`src/oqr_pkg.sv`:
```
package oqr_pkg;

  typedef enum logic [1:0] {
    ST_OK        = 2'd0,
    ST_EMPTY     = 2'd1,
    ST_NOT_FOUND = 2'd2,
    ST_FULL      = 2'd3
  } status_t;

  typedef enum logic [1:0] {
    ACT_INSERT = 2'd0,
    ACT_REMOVE = 2'd1,
    ACT_POP    = 2'd2
  } action_t;

  localparam int VALUE_W = 32;
  localparam int COUNT_W = 7;

  typedef struct packed {
    status_t              status;
    logic [VALUE_W-1:0]   popped_value;
    logic [COUNT_W-1:0]   entry_count;
  } result_t;

endpackage

```
`src/oqr_mem.sv`:
```
module oqr_mem import oqr_pkg::*; #(
  parameter int DEPTH = 64,
  parameter int AW    = 6
) (
  input  logic               clk,
  input  logic               we,
  input  logic [AW-1:0]      waddr,
  input  logic [VALUE_W-1:0] wdata,
  input  logic               re,
  input  logic [AW-1:0]      raddr,
  output logic [VALUE_W-1:0] rdata
);

  logic [VALUE_W-1:0] mem [DEPTH];
  logic [VALUE_W-1:0] rdata_r;

  always_ff @(posedge clk) begin
    if (we) begin
      mem[waddr] <= wdata;
    end
  end

  always_ff @(posedge clk) begin
    if (re) begin
      rdata_r <= mem[raddr];
    end
  end

  assign rdata = rdata_r;

endmodule

```
`src/oqr_ctrl.sv`:
```
module oqr_ctrl import oqr_pkg::*; #(
  parameter int CAPACITY = 64,
  parameter int AW       = 6,
  parameter int CW       = 7
) (
  input  logic               clk,
  input  logic               rst_n,
  input  logic               cmd_valid,
  output logic               cmd_ready,
  input  logic [1:0]         cmd_action,
  input  logic [VALUE_W-1:0] cmd_value,
  output logic               res_valid,
  input  logic               res_ready,
  output result_t            res,
  output logic               mem_we,
  output logic [AW-1:0]      mem_waddr,
  output logic [VALUE_W-1:0] mem_wdata,
  output logic               mem_re,
  output logic [AW-1:0]      mem_raddr,
  input  logic [VALUE_W-1:0] mem_rdata
);

  typedef enum logic [4:0] {
    S_IDLE    = 5'b00001,
    S_SEARCH  = 5'b00010,
    S_COMPACT = 5'b00100,
    S_POP     = 5'b01000,
    S_RESP    = 5'b10000
  } state_t;

  localparam logic [AW-1:0] LAST_PTR = AW'(CAPACITY - 1);
  localparam logic [CW-1:0] FULL_CNT = CW'(CAPACITY);

  function automatic logic [AW-1:0] ptr_inc(input logic [AW-1:0] p);
    ptr_inc = (p == LAST_PTR) ? '0 : p + AW'(1);
  endfunction

  function automatic logic [AW-1:0] ptr_dec(input logic [AW-1:0] p);
    ptr_dec = (p == '0) ? LAST_PTR : p - AW'(1);
  endfunction

  state_t             state_r,  state_nxt;
  logic [AW-1:0]      head_r,   head_nxt;
  logic [AW-1:0]      tail_r,   tail_nxt;
  logic [CW-1:0]      total_r,  total_nxt;
  logic [AW-1:0]      ptr_r,    ptr_nxt;
  logic [AW-1:0]      wr_ptr_r, wr_ptr_nxt;
  logic [CW-1:0]      left_r,   left_nxt;
  logic [CW-1:0]      mv_r,     mv_nxt;
  logic [VALUE_W-1:0] key_r,    key_nxt;
  status_t            status_r, status_nxt;
  logic [VALUE_W-1:0] popped_r, popped_nxt;
  logic [CW+COUNT_W-1:0] total_ext;

  always_comb begin
    state_nxt  = state_r;
    head_nxt   = head_r;
    tail_nxt   = tail_r;
    total_nxt  = total_r;
    ptr_nxt    = ptr_r;
    wr_ptr_nxt = wr_ptr_r;
    left_nxt   = left_r;
    mv_nxt     = mv_r;
    key_nxt    = key_r;
    status_nxt = status_r;
    popped_nxt = popped_r;
    mem_we     = 1'b0;
    mem_waddr  = wr_ptr_r;
    mem_wdata  = mem_rdata;
    mem_re     = 1'b0;
    mem_raddr  = ptr_r;
    unique case (state_r)
      S_IDLE: begin
        if (cmd_valid) begin
          key_nxt    = cmd_value;
          status_nxt = ST_OK;
          popped_nxt = '0;
          state_nxt  = S_RESP;
          unique case (action_t'(cmd_action))
            ACT_INSERT: begin
              if (total_r == FULL_CNT) begin
                status_nxt = ST_FULL;
              end else begin
                mem_we    = 1'b1;
                mem_waddr = tail_r;
                mem_wdata = cmd_value;
                tail_nxt  = ptr_inc(tail_r);
                total_nxt = total_r + CW'(1);
              end
            end
            ACT_REMOVE: begin
              if (total_r == '0) begin
                status_nxt = ST_EMPTY;
              end else begin
                mem_re    = 1'b1;
                mem_raddr = ptr_dec(tail_r);
                ptr_nxt   = ptr_dec(tail_r);
                left_nxt  = total_r;
                state_nxt = S_SEARCH;
              end
            end
            ACT_POP: begin
              if (total_r == '0) begin
                status_nxt = ST_EMPTY;
              end else begin
                mem_re    = 1'b1;
                mem_raddr = head_r;
                state_nxt = S_POP;
              end
            end
            default: begin
            end
          endcase
        end
      end
      S_SEARCH: begin
        // newest to oldest, one entry per cycle
        if (mem_rdata == key_r) begin
          if (left_r == total_r) begin
            tail_nxt  = ptr_dec(tail_r);
            total_nxt = total_r - CW'(1);
            state_nxt = S_RESP;
          end else begin
            wr_ptr_nxt = ptr_r;
            ptr_nxt    = ptr_inc(ptr_r);
            mem_re     = 1'b1;
            mem_raddr  = ptr_inc(ptr_r);
            mv_nxt     = total_r - left_r;
            state_nxt  = S_COMPACT;
          end
        end else if (left_r == CW'(1)) begin
          status_nxt = ST_NOT_FOUND;
          state_nxt  = S_RESP;
        end else begin
          ptr_nxt   = ptr_dec(ptr_r);
          mem_re    = 1'b1;
          mem_raddr = ptr_dec(ptr_r);
          left_nxt  = left_r - CW'(1);
        end
      end
      S_COMPACT: begin
        // move each newer entry down one slot
        mem_we    = 1'b1;
        mem_waddr = wr_ptr_r;
        mem_wdata = mem_rdata;
        if (mv_r == CW'(1)) begin
          tail_nxt  = ptr_dec(tail_r);
          total_nxt = total_r - CW'(1);
          state_nxt = S_RESP;
        end else begin
          wr_ptr_nxt = ptr_r;
          ptr_nxt    = ptr_inc(ptr_r);
          mem_re     = 1'b1;
          mem_raddr  = ptr_inc(ptr_r);
          mv_nxt     = mv_r - CW'(1);
        end
      end
      S_POP: begin
        popped_nxt = mem_rdata;
        head_nxt   = ptr_inc(head_r);
        total_nxt  = total_r - CW'(1);
        state_nxt  = S_RESP;
      end
      S_RESP: begin
        if (res_ready) begin
          state_nxt = S_IDLE;
        end
      end
      default: begin
        state_nxt = S_IDLE;
      end
    endcase
  end

  always_ff @(posedge clk) begin
    if (!rst_n) begin
      state_r <= S_IDLE;
      head_r  <= '0;
      tail_r  <= '0;
      total_r <= '0;
    end else begin
      state_r <= state_nxt;
      head_r  <= head_nxt;
      tail_r  <= tail_nxt;
      total_r <= total_nxt;
    end
  end

  always_ff @(posedge clk) begin
    ptr_r    <= ptr_nxt;
    wr_ptr_r <= wr_ptr_nxt;
    left_r   <= left_nxt;
    mv_r     <= mv_nxt;
    key_r    <= key_nxt;
    status_r <= status_nxt;
    popped_r <= popped_nxt;
  end

  assign total_ext        = {{COUNT_W{1'b0}}, total_r};
  assign cmd_ready        = (state_r == S_IDLE);
  assign res_valid        = (state_r == S_RESP);
  assign res.status       = status_r;
  assign res.popped_value = popped_r;
  assign res.entry_count  = total_ext[COUNT_W-1:0];

endmodule

```
`src/ordered_queue_with_remove_by_value.sv`:
```
// Ordered value queue with remove by value.
// Input channel in_*: in_tuser carries the action (insert newest, remove the
// newest entry equal to the value, pop oldest), in_tdata the 32-bit value.
// Output channel out_*: one transaction per input transaction, carrying
// status, the popped value (zero unless a pop succeeded) and the entry count
// after the operation (modulo 128).
// Entries live in a CAPACITY-deep single-read-port memory used as a ring.
// Steps from accept to out_tvalid: insert, refused and unused actions go
// through the response state to the output register, pop first reads the
// oldest entry, remove first searches entries and then moves the newer
// ones down. One item is worked on at a time; the next is accepted the
// cycle after the result enters the output register. Remove time is set by
// the one-entry per cycle memory read during the search and the compaction.
// Reset (synchronous, rst_n low) empties the queue; memory contents are not
// cleared and no startup pass is needed.
// When out_tready is low the result waits in the output register; the next
// item is still accepted and worked on, and waits for the register to free.
module ordered_queue_with_remove_by_value import oqr_pkg::*; #(
  parameter int CAPACITY = 64
) (
  input  logic        clk,
  input  logic        rst_n,
  input  logic        in_tvalid,
  output logic        in_tready,
  input  logic [31:0] in_tdata,   // value[31:0]
  input  logic [1:0]  in_tuser,   // action[1:0]
  output logic        out_tvalid,
  input  logic        out_tready,
  output logic [47:0] out_tdata   // status[1:0], popped_value[33:2], entry_count[40:34]
);

  localparam int AW = (CAPACITY > 1) ? $clog2(CAPACITY) : 1;
  localparam int CW = $clog2(CAPACITY + 1);

  logic               mem_we;
  logic [AW-1:0]      mem_waddr;
  logic [VALUE_W-1:0] mem_wdata;
  logic               mem_re;
  logic [AW-1:0]      mem_raddr;
  logic [VALUE_W-1:0] mem_rdata;
  logic               res_valid;
  logic               res_ready;
  result_t            res;
  logic               out_tvalid_r, out_tvalid_nxt;
  logic [47:0]        out_tdata_r,  out_tdata_nxt;

  oqr_mem #(
    .DEPTH (CAPACITY),
    .AW    (AW)
  ) u_mem (
    .clk   (clk),
    .we    (mem_we),
    .waddr (mem_waddr),
    .wdata (mem_wdata),
    .re    (mem_re),
    .raddr (mem_raddr),
    .rdata (mem_rdata)
  );

  oqr_ctrl #(
    .CAPACITY (CAPACITY),
    .AW       (AW),
    .CW       (CW)
  ) u_ctrl (
    .clk        (clk),
    .rst_n      (rst_n),
    .cmd_valid  (in_tvalid),
    .cmd_ready  (in_tready),
    .cmd_action (in_tuser),
    .cmd_value  (in_tdata),
    .res_valid  (res_valid),
    .res_ready  (res_ready),
    .res        (res),
    .mem_we     (mem_we),
    .mem_waddr  (mem_waddr),
    .mem_wdata  (mem_wdata),
    .mem_re     (mem_re),
    .mem_raddr  (mem_raddr),
    .mem_rdata  (mem_rdata)
  );

  // output register
  assign res_ready = !out_tvalid_r || out_tready;

  always_comb begin
    out_tvalid_nxt = out_tvalid_r;
    out_tdata_nxt  = out_tdata_r;
    if (res_ready) begin
      out_tvalid_nxt = res_valid;
      if (res_valid) begin
        out_tdata_nxt = {7'd0, res.entry_count, res.popped_value, res.status};
      end
    end
  end

  always_ff @(posedge clk) begin
    if (!rst_n) begin
      out_tvalid_r <= 1'b0;
    end else begin
      out_tvalid_r <= out_tvalid_nxt;
    end
  end

  always_ff @(posedge clk) begin
    out_tdata_r <= out_tdata_nxt;
  end

  assign out_tvalid = out_tvalid_r;
  assign out_tdata  = out_tdata_r;

endmodule

```
`config.mk`:
```
export PLATFORM = sky130hd
export DESIGN_NAME = ordered_queue_with_remove_by_value
export DESIGN_NICKNAME = d
export VERILOG_FILES = /design/src/oqr_pkg.sv /design/src/oqr_mem.sv /design/src/oqr_ctrl.sv /design/src/ordered_queue_with_remove_by_value.sv
export SDC_FILE = /design/constraint.sdc
export NUM_CORES = 2
export LEC_CHECK = 0
export BUFFER_PORTS_ARGS = -buffer_cell sky130_fd_sc_hd__clkbuf_2
export CAP_MARGIN = 20
export CORE_UTILIZATION = 45
export DETAILED_ROUTE_END_ITERATION = 16
export SLEW_MARGIN = 20
export SYNTH_ARGS = -nofsm -noshare
export SYNTH_HDL_FRONTEND = slang
export SYNTH_SLANG_ARGS = --single-unit
```
`constraint.sdc`:
```
create_clock -name clk -period 7.2 [get_ports clk]
set_input_delay 0.36 -clock clk [delete_from_list [all_inputs] [get_ports clk]]
set_output_delay 0.36 -clock clk [all_outputs]
set_load 0.005 [all_outputs]
```
Yosys cells after proc, flatten, opt, wreduce, memory -nomap -nowiden
Memories as Yosys holds them, arrays and structs flattened. A register that Yosys moved wholly into a read port is not among the register bits.
Cells that the tools add are included.
{"block": "word_totals", "n_memories": 1, "ff_bits": 158, "ramBits": 2048, "input_bits": 38, "elab_cells": 162}
{"block": "classes", "n_eq_ne": 30, "mux": 86, "reduce_logical": 22, "addsub": 10}
{"name": "u_mem.mem", "words": 64, "word_bits": 32, "rd": 1, "rd_clocked_by_memory_dff": 1, "wr": 1, "line": "oqr_mem.sv:14", "source": "logic [VALUE_W-1:0] mem [DEPTH];"}
{"operator": "6-bit two-way mux", "count": 27}
{"operator": "32-bit two-way mux", "count": 5}
{"operator": "7-bit two-way mux", "count": 14}
{"operator": "32-bit one-hot mux with 2 select lines", "count": 1}
{"operator": "6-bit one-hot mux with 3 select lines", "count": 3}
{"operator": "5-bit two-way mux", "count": 8}
{"operator": "32-bit == test", "count": 1}
{"operator": "7-bit one-hot mux with 2 select lines", "count": 2}
{"operator": "7-bit one-hot mux with 4 select lines", "count": 1}
{"operator": "5-bit one-hot mux with 5 select lines", "count": 1}
{"operator": "6-bit one-hot mux with 2 select lines", "count": 2}
{"operator": "7-bit by 1-bit subtractor with 7-bit output, second input constant", "count": 3}
{"operator": "6-bit by 1-bit adder with 6-bit output, second input constant", "count": 3}
{"operator": "6-bit == test, second input constant", "count": 3}
{"operator": "7-bit by 1-bit == test with 1-bit output, second input constant", "count": 2}
{"operator": "2-bit by 1-bit != test with 1-bit output, second input constant", "count": 7}
{"operator": "2-bit != test, second input constant", "count": 7}
{"operator": "7-bit AND reduction", "count": 2}
{"operator": "1-bit two-way mux", "count": 13}
{"operator": "6-bit logical NOT", "count": 2}
{"operator": "4-bit AND reduction", "count": 3}
{"operator": "6-bit by 1-bit subtractor with 6-bit output, second input constant", "count": 2}
{"operator": "5-bit one-hot mux with 2 select lines", "count": 1}
{"operator": "2-bit two-way mux", "count": 4}
{"operator": "other kinds (26)", "count": 31}

Logic depth before layout (Yosys ltp)
{"block": "logic_depth", "depth_word": 7, "mapped_depth": 20, "mapped_depth_nobuf": 13}

By module
From an unflattened synthesis, not the netlist that was laid out.
{"block": "hier_totals", "cells_unflattened": 4253, "area_unflattened_um2": 87721.6}
{"mod": "oqr_mem", "n_inst": 1, "cells_per_inst": 3511, "area_each_um2": 79359.9}
{"mod": "oqr_ctrl", "n_inst": 1, "cells_per_inst": 688, "area_each_um2": 7016.7}
{"mod": "ordered_queue_with_remove_by_value", "n_inst": 1, "cells_per_inst": 54, "area_each_um2": 1345.0}

Least setup slack after synthesis
OpenSTA, ideal clock, no wires.
{"block": "synth_path", "path_type": "flip-flop to flip-flop", "start": "reg u_ctrl.state_r[1]", "end": "mem u_mem.mem[40][0], enable pin", "setup_ns": 0.461, "path_stages_with_launch": 11, "setup_slack_ns": 1.868, "arrival_time_ns": 4.871, "path_cell_list": "dfxtp_1 nor2_2 nand3_2 inv_1 nand2_1 inv_1 nand2_1 clkbuf_1 o32ai_1 nand2_1 nor3_1"}
{"block": "synth_between", "elab_chain_len": 4, "word_cells_on_any_way": 6, "classes_between": "eq/ne (2); mux (4)"}
{"element": "from (decl)", "line": "oqr_ctrl.sv:42", "source": "state_t state_r, state_nxt;"}
{"element": "from (signal assigned)", "line": "oqr_ctrl.sv:182", "source": "state_r <= state_nxt;"}
{"element": "5-bit by 1-bit == test with 1-bit output *"}
{"element": "net in_tready", "line": "ordered_queue_with_remove_by_value.sv:24", "source": "output logic in_tready,"}
{"element": "1-bit one-hot mux with 2 select lines", "line": "oqr_ctrl.sv:72", "source": "unique case (state_r)"}
{"element": "1-bit two-way mux", "line": "oqr_mem.sv:18", "source": "if (we) begin"}
{"element": "1-bit two-way mux (not written as such)", "line": "oqr_mem.sv:19", "source": "mem[waddr] <= wdata;"}
{"element": "to (decl)", "line": "oqr_mem.sv:14"}
Mark *: on every way through the listed nets, which the timed path passes. The rest lies on a longest branch.

Final worst setup path
{"block": "layout_path", "start": "reg u_mem.rdata_r[15], in the netlist u_mem.rdata[15], read port of u_mem.mem", "end": "reg u_mem.rdata_r[25], in the netlist u_mem.rdata[25], read port of u_mem.mem, data pin"}
{"block": "layout_between", "elab_chain_len": 3, "word_cells_on_any_way": 5, "classes_between": "eq/ne (1); mux (4)"}
{"element": "from (decl)", "line": "oqr_mem.sv:15", "source": "logic [VALUE_W-1:0] rdata_r;"}
{"element": "32-bit == test *", "line": "oqr_ctrl.sv:118", "source": "if (mem_rdata == key_r) begin"}
{"element": "6-bit two-way mux / 1-bit two-way mux (equally long branches)"}
{"element": "6-bit one-hot mux with 3 select lines / 1-bit one-hot mux with 3 select lines (equally long branches)", "line": "oqr_ctrl.sv:72"}
Every way passes the cells marked *; elsewhere a longest branch is shown, timed or not.
A chain may end at the register's enable or synchronous reset.

==> run metrics <==
status finished, final reports clean; Yosys warning count 0; Clock Path Buffers 3; Hold Fails Final Rpt 0; Hold EP u_ctrl.status_r[0]; CTS tree done; Final ANT Viol Nets 0; worst-path maximum fanout 37; post-DR vias/cell 6.15; fillcell total 16100; GRT Util Overall 26.4%; main flop type after synthesis edfxtp_1; Sequential Power Share 44.0%; final wirelength 269000 um; Comb power frac 24.0%; clock root buffer master clkbuf_16; Syn Area/Cell 16.1 um2; Storage cell area 67000 um2; r2r setup slk 1.33 ns; min-delay src in_tuser[0]; #FFs+latches synth 2238; Vias 52900; DRT iter0 DRCs 6890; Setup Skew 0.0692 ns; DRC 0; Max-slew headroom 15.4%; GR Overflow Total 0; final core occ 51.4%; worst setup path start u_mem.rdata[15]; final setup violating endpoints 0; static leakage 33.7 nW; synthesis-to-layout area growth 13.4%; hold crit path type in -> reg; Max-Cap Viols 0; Pint 23.6 mW; Clk network pwr share 32.0%; Slew Limit Fails 0; Die X 448 um; commonest non-fill, non-tap cells in the layout edfxtp_1 (2213), mux2i_1 (579), nand2_1 (457); post-synthesis cell count 5555; Place WS 1.52 ns; Die Ht 448 um; layout cells sized above 1 14.3%; count of different cell masters after synthesis 83; FF-to-FF path depth 12; number of global-route vias before repair 50400; RR Endpoint u_mem.rdata[25]; Async SR Flop Fraction 0%; Worst setup EP type register; Power Dens Cells 338 nW/um2; die area 201000 um2; Post-CTS Setup Bufs 0; leading cell type in the layout, fill and taps excluded edfxtp_1; Cell Rows 163; Setup TNS Final 0 ns; first-pass GRT wire length 376000 um; Final nets 5848; io pins 88; crit share post-route 81.6%; sequential share of the synthesized area 74.7%; Post-synth EDFFs 2213; Worst Path Required 7.75 ns; routed len/inst 31.2 um; initial antenna violation count 15; core area 198000 um2; largest net degree at the start of global routing 111; Worst setup SP type register; H-Tree Depth 4; Clock Sinks 2238; Least-Margin Pin Slew 1.26 ns; Sw Share 31.4%; global placer's final weighted congestion 0.939; FMAX 170 MHz; cts bufs inserted 219; arrival time at the worst endpoint 6.43 ns; switching pwr 10.8 mW; port bufs 80; Final WS setup 1.33 ns; Multi-input gate area 21100 um2; Setup CP Type reg -> reg; launch point of the worst reg-to-reg path u_mem.rdata[15]; detailed placement HPWL 157000 um; VDD IR max 0.250 mV; crit path time final 5.87 ns; RSZ-0062 raised after global routing no; router iterations before antenna repair 8; cell area after synthesis 89700 um2; worst skew pair latency 0.88 ns; Hold Path Depth 3; Starting Density 45.4%; Worst-path clk slew 0.06 ns
per-layer routing:
metal | vias to the layer above | GRT usage [%] | routed length, um
li1 | 22400 | - | -
met1 | 27200 | 36.1 | 107000
met2 | 2801 | 41.3 | 125000
met3 | 474 | 5.28 | 25200
met4 | 6 | 11.0 | 11700
met5 | - | 0 | 31
cells in the mapped netlist, types with 69 or more instances:
master / instances / area (um2)
nor4_1: 137 / 857
a211oi_1: 164 / 1230
o221ai_1: 99 / 867
a31oi_1: 103 / 644
clkbuf_1: 200 / 751
o22ai_1: 162 / 1010
inv_1: 157 / 589
nand2_1: 461 / 1730
edfxtp_1: 2213 / 66500
nand3_1: 226 / 1130
buf_2: 124 / 621
o21ai_0: 69 / 345
a21oi_1: 104 / 521
mux2i_1: 580 / 5810
nor2_1: 110 / 413
registers in the layout (all words and copies together) (netlist names), 7 cells and up:
name,count
u_ctrl.key_r,32
u_ctrl.popped_r,32
u_mem.rdata,32
u_ctrl.mv_r,7
out_tdata,41
u_ctrl.total_r,7
u_mem.mem,2048
u_ctrl.left_r,7
worst max-delay path by stage:
stage                                  end  slack (ns)  depth (start not counted)
after detailed placement   u_mem.rdata[25]        1.52                         14
final                      u_mem.rdata[25]        1.33                         12
after global routing       u_mem.rdata[16]        1.27                         16
after global placement     u_mem.rdata[19]        0.77                         11
after floorplan           u_mem.mem[40][0]        1.87                         10
after CTS                  u_mem.rdata[12]        1.57                         13
stage by stage:
step / power (mW) / std cells / cell area (um2) / hold WS [ns]
finish: 34.3 / 8605 / 102000 / 0.0409
global route: 35.3 / 8598 / 102000 / 0.0678
CTS: 34.3 / 8597 / 102000 / 0.00419
detailed placement: 23.5 / 8164 / 94500 / 0.405
global placement: 23.4 / 8158 / 94400 / 0.403
floorplan: 20.2 / 5561 / 89700 / 0.400
cell type report:
class	count	area share, %
Antenna cell	7	0.0172
Inverter	157	0.580
Sequential cell	2238	65.9
Timing Repair Buffer	371	2.90
Multi-Input combinational cell	2795	20.7
Clock buffer	277	5.64
Clock inverter	120	1.02
Tap cell	2640	3.25
power by group through the flow:
stage,clock [mW],sequential (mW),combinational [mW]
after global routing,11.6,15.1,8.59
after CTS,11.1,15.1,8.14
final,11.0,15.1,8.23
after floorplan,0,15.3,4.84
after detailed placement,0,15.4,8.10
after global placement,0,15.4,8.02
critical path, cell delays in order (launching register included):
cell	delay, ns
edfxtp_1	0.66
xor2_1	0.24
nor4_1	0.37
nand4_1	0.31
nor2_1	0.41
nand3b_1	0.26
a31o_2	0.57
or3_4	0.81
buf_12	0.33
buf_4	0.22
o221ai_1	0.17
nor4_1	0.98
nor4_1	0.15
timing repair:
| action | CTS | global route |
|---|---|---|
| setup endpoints to repair | 0 | 0 |
| resized for setup | 0 | 0 |
| hold endpoints to repair | 38 | 0 |
| hold buffers | 36 | 0 |
logic make-up after synthesis:
logic type	after synthesis	synth area share [%]
DFF	2238	74.7
muxes	680	8.53
and+or+nand+nor	1110	6.03
other	1	0.00418
AOI/OAI and AO/OA	904	7.05
adders and majority gates	28	0.407
xor gates and xnor gates	66	0.645
buffers and inverters	528	2.66
Note: power is estimated with default switching activity, not from simulation.
